File: src/sv/swfrm_div.sv
// ============================================================================
// Frame-rate meter divider
// Restoring divider that retires one quotient bit per clock cycle.
// ============================================================================
`default_nettype none

module swfrm_div #(
    parameter int NUM_W = 27,
    parameter int DEN_W = 40
) (
    input  wire logic             i_clk,
    input  wire logic             i_rst_n,
    input  wire logic             i_start,
    input  wire logic [NUM_W-1:0] i_num,
    input  wire logic [DEN_W-1:0] i_den,
    output logic                  o_done,
    output logic [NUM_W-1:0]      o_quot
);

    localparam int CNT_W = $clog2(NUM_W + 1);

    logic [CNT_W-1:0] r_cnt;
    logic [CNT_W-1:0] n_cnt;
    logic             r_busy;
    logic             n_busy;
    logic             r_done;
    logic             n_done;
    logic [NUM_W-1:0] r_q;
    logic [NUM_W-1:0] n_q;
    logic [DEN_W-1:0] r_rem;
    logic [DEN_W-1:0] n_rem;
    logic [DEN_W:0]   trial;
    logic             fits;

    // The numerator shifts out of the top of r_q while quotient bits enter at the bottom.
    assign trial = {r_rem, r_q[NUM_W-1]};
    assign fits  = (trial >= {1'b0, i_den});

    always_comb begin
        n_cnt  = r_cnt;
        n_busy = r_busy;
        n_done = 1'b0;
        n_q    = r_q;
        n_rem  = r_rem;
        if (i_start) begin
            n_cnt  = CNT_W'(NUM_W);
            n_busy = 1'b1;
            n_q    = i_num;
            n_rem  = '0;
        end else if (r_busy) begin
            n_q   = {r_q[NUM_W-2:0], fits};
            n_rem = fits ? DEN_W'(trial - {1'b0, i_den}) : DEN_W'(trial);
            n_cnt = r_cnt - CNT_W'(1);
            if (r_cnt == CNT_W'(1)) begin
                n_busy = 1'b0;
                n_done = 1'b1;
            end
        end
    end

    always_ff @(posedge i_clk) begin
        if (!i_rst_n) begin
            r_cnt  <= '0;
            r_busy <= 1'b0;
            r_done <= 1'b0;
        end else begin
            r_cnt  <= n_cnt;
            r_busy <= n_busy;
            r_done <= n_done;
        end
    end

    always_ff @(posedge i_clk) begin
        r_q   <= n_q;
        r_rem <= n_rem;
    end

    assign o_done = r_done;
    assign o_quot = r_q;

endmodule

`default_nettype wire

File: config.mk
export PLATFORM = sky130hd
export DESIGN_NAME = swfrm_div
export DESIGN_NICKNAME = d
export VERILOG_FILES = /design/src/sv/swfrm_div.sv
export SDC_FILE = /design/constraint.sdc
export NUM_CORES = 1
export LEC_CHECK = 0
export BUFFER_PORTS_ARGS = -buffer_cell sky130_fd_sc_hd__buf_2
export CAP_MARGIN = 20
export CORE_MARGIN = 4
export CORE_UTILIZATION = 40
export CTS_CLUSTER_DIAMETER = 80
export DETAILED_ROUTE_END_ITERATION = 10
export SLEW_MARGIN = 0
export SYNTH_ARGS = -nofsm -noshare
export SYNTH_HDL_FRONTEND = slang
export SYNTH_SLANG_ARGS = --single-unit
File: constraint.sdc
create_clock -name i_clk -period 7 [get_ports i_clk]
set_clock_uncertainty 0.1 [all_clocks]
set_input_delay 0 -clock i_clk [delete_from_list [all_inputs] [get_ports i_clk]]
set_output_delay 0 -clock i_clk [all_outputs]
set_load 0.03 [all_outputs]
* Word level (Yosys, flattened, before mapping)
Index checks and enable logic that the tools add are counted.
** Storage, ports and cells
- Register bits :: 74
- Input port bits :: 70
- Output and inout bits :: 28
- Word-level logic and storage cells :: 24
** Cells by class
- Add/subtract/negate cells :: 2
- Magnitude comparators :: 1
- Equal/unequal tests :: 1
- Muxes and demuxes :: 9
- Bitwise gates (word level) :: 2
- Reductions and logical operators :: 3
** Operator list (number)
- $mux W27 :: 2
- $ge A41 B40 Y1 :: 1
- $mux W40 :: 1
- $sub A40 B40 Y40 :: 1
- $mux W5 :: 2
- $eq A5 B1 Y1 const B :: 1
- $sub A5 B1 Y5 const B :: 1
- $mux W1 :: 4
- $reduce_or A3 Y1 :: 1
- $not A1 Y1 :: 2
- $reduce_bool A2 Y1 :: 1
- $reduce_or A2 Y1 :: 1

* Logic depth before layout (Yosys ltp)
- Depth after elaboration :: 4
- Mapped depth :: 14
- Mapped depth without buffers :: 12

* Least setup slack after synthesis
Ideal clock, no wire load.
- Path kind :: flip-flop to flip-flop
- From :: reg r_q[26], in the netlist o_quot[26]
- To :: reg r_rem[32]
- Library setup time :: 0.143 ns
- Arrival time :: 2.826 ns
- Required time :: 6.757 ns
- Setup slack :: 3.930 ns
- Stages on the path, launching flop included :: 13
- Path buffers :: 0
- Period minus slack after synthesis :: 3.070 ns
- Path through :: edfxtp_1 > inv_1 > ha_1 > fa_1 > nor2b_1 > o21bai_4 > a2111oi_4 > o311ai_2 > a21oi_2 > o21ai_2 > nor4b_2 > o31ai_1 > a311oi_1
** Between the ends
- Longest elaborated chain between the ends :: 2
- Elaborated cells on any way between the ends :: 3
- Those cells by class :: add/sub (1); order compare (1); mux (1)
** Ends and longest elaborated chain
- from (decl) :: RTL line 28 : logic [NUM_W-1:0] r_q;
- from (signal assigned) :: RTL line 74 : r_q <= n_q;
- $sub A40 B40 Y40 or $ge A41 B40 Y1 (tied branches) :: RTL line 52, 37
- $mux W40 * :: RTL line 52 : n_rem = fits ? DEN_W'(trial - {1'b0, i_den}) : DEN_W'(trial);
- to (signal assigned) :: RTL line 75 : r_rem <= n_rem;
- to (decl) :: RTL line 30 : logic [DEN_W-1:0] r_rem;
Every way passes the cells marked *; elsewhere a longest branch is shown, timed or not.
A chain may end at the register's enable or synchronous reset.

* Worst setup path after layout
- From :: reg r_rem[3]
- To :: reg r_rem[16]
** Between the ends
- Longest elaborated chain between the ends :: 2
- Elaborated cells on any way between the ends :: 3
- Those cells by class :: add/sub (1); order compare (1); mux (1)
** Ends and longest elaborated chain (RTL line)
- $sub A40 B40 Y40 or $ge A41 B40 Y1 (tied branches) :: 52, 37
- $mux W40 * :: 52
Marks and branches as above.

==> run metrics <==
status finished, final reports clean; area grow syn2layout 20.3%; worst slew pin tran 1.02 ns; gp weighted congestion 0.958; Post-synth EDFFs 27; Setup crit start kind register; worst skew pair latency 0.35 ns; RR Startpoint r_rem[3]$_SDFFE_PP0P_; period utilization 0.516; final setup fails 0; Crit Path Category register to register; Clock Sink Count 74; Seq/Total Area, Yosys 0.306; clock tree buffer depth 2; Min-Delay Startpoint i_den[0]; Starting DRT DRC Count 331; CP required 7.17 ns; die height 128 um; Power Total 0.00148 W; antenna-violating nets left 0; asr flop ratio synth 0; FF+latch count, synth 74; final WL 15300 um; Final Max Tran Viols 0; row cnt 43; vias in the first global route 5371; CTS H-tree depth 3; DP Cell Count 945; Residual DRC 0; clock buffer count from CTS 9; CP bufs+invs 1; Root Driver clkbuf_16; Die Width 128 um; static leakage 3.07 nW; Final Non-Filler Cells 989; Max FO, Critical Path 20; area leader, netlist dfxtp_1; Die ar. 16300 um2; RSZ-0062 raised after global routing false; prevailing post-synth register cell dfxtp_1; Relative slew margins 0.316; pwr dens 214 nW/um2; Yosys warning count 0; mapped cell area 5730 um2; max cap viols 0; Critical Path AT 3.78 ns; Synth Net Count 811; Final HPWL DP 11300 um; Worst-path clk slew 0.06 ns; IO Pins 98; crit-path cells ha_1 -> nand3_1 -> a21oi_1 -> o211ai_2 -> o211ai_2 -> nand4_1 -> a21oi_2 -> or2_1 -> buf_4 -> nand2_1 -> o21ai_0; share of cells above drive strength 1 0.201; Area contributors post-synth dfxtp_1, edfxtp_1, ha_1; post-DR vias/cell 5.46; antenna violations before repair 0; Vias 5400; most common cell after layout, fill and taps aside nand2_1; setup_tns 0 ns; Synth cell types 66; TritonRoute pass-1 iters 5; Final nets 917; I/O Buffers 97; fin crit period 3.61 ns; Total GRT Usage 0.193; Max VDD drop 0.000136 V; crit end category register; Post-CTS Setup Inserts 0; n_diodes 0; largest net degree at the start of global routing 68; Core Region 13900 um2; initial core utilization 0.411; post-synth top area share 0.164; cell count after synthesis 698; Achievable Freq 277 MHz; CP max stage cell or2_1; CTS tree done; first-pass GRT wire length 25900 um; most frequent cells in the layout nand2_1, buf_2, nor2_1; Top delay family on crit path compound AO/OA/AOI/OAI gates; met2 WL 7120 um; Crit. Startpoint r_rem[3]$_SDFFE_PP0P_; CP dominant cell by count o211ai_2; GRT Residual Overflow 0; WL/cell 15.5 um; highest metal used met4; Avg Cell Area, Syn 8.21 um2; met3 wire len 791 um; peak per-stage delay on the critical path 0.62 ns; Hold Crit Class primary input to register; final hold vios 0; Metal-1 WL 7110 um
-- tightest hold or removal path, cell delays in order --
cell and delay [ns]:
buf_2 0.08, ha_1 0.15, nand2b_1 0.10, a311oi_1 0.07
-- sequential cells by signal, indices dropped and copies added (netlist names) --
name / cells
r_rem: 40
o_quot: 27
r_cnt: 5
o_done: 1
r_busy: 1
-- worst paths after layout --
kind	endpoint	slack (ns)	cells past startpoint
max	r_rem[16]$_SDFFE_PP0P_	3.39	11
min reg2reg	r_rem[33]$_SDFFE_PP0P_	0.37	2
max reg2reg	r_rem[16]$_SDFFE_PP0P_	3.39	11
min	r_rem[0]$_SDFFE_PP0P_	0.01	4
-- stage by stage --
step           cell area (um2)  setup WS [ns]  hold slack, ns   util
4_1_cts                   6900           3.41         0.00345  0.495
3_3_place_gp              6300           3.47           0.203  0.452
5_1_grt                   6900           3.04          0.0425  0.495
3_5_place_dp              6310           3.42           0.206  0.453
2_1_floorplan             5730           3.93          0.0974      -
6_report                  6900           3.39          0.0101  0.495
-- cell type report --
class                   count  area, um2
multi-input cells         532       3590
fillers                  1331       7040
inverters                  58        218
clock buffers               9        225
repair buffers            129        800
clock inverters             7       82.6
flip-flops and latches     74       1750
well taps                 180        225
-- power by group --
group / internal [W] / switching [W] / total, W
Combinational: 0.000186 / 0.000285 / 0.000471
Clock: 0.000282 / 0.000206 / 0.000488
Sequential: 0.000491 / 0.0000266 / 0.000517
-- routing by layer --
metal  vias up  global-route usage
li1       2697                   -
met1      2523               0.256
met2       149               0.318
met3        31              0.0354
met4         0              0.0637
met5         -                   0
-- synth_stat cells (7+ instances only) --
master,n
xnor2_1,21
nand3_1,11
nor3_1,10
a31oi_1,7
and3_1,7
inv_1,58
edfxtp_1,27
clkbuf_1,19
xor2_1,16
mux2i_1,9
nor2_1,61
mux2_2,27
buf_2,9
ha_1,42
o21ai_0,26
nand2_1,105
a21o_1,20
a311oi_1,27
dfxtp_1,47
a21oi_1,54
-- cells by family (layout without fill, tap and decap cells) --
group	Yosys count	in the layout	share of synthesized area
AO/OA/AOI/OAI	184	184	0.222
XOR/XNOR	37	37	0.0565
adder cells (fa/ha/maj)	43	43	0.0952
buffers and inverters	92	203	0.0681
flip-flops	74	74	0.306
multiplexers	36	36	0.0688
AND/OR/NAND/NOR	232	232	0.184
-- timing repair --
action	in CTS	in global routing
resized for setup	0	0
hold buffers	28	0
endpoints found under the hold margin	34	0
No activity file was read; power rests on OpenSTA's default activity.
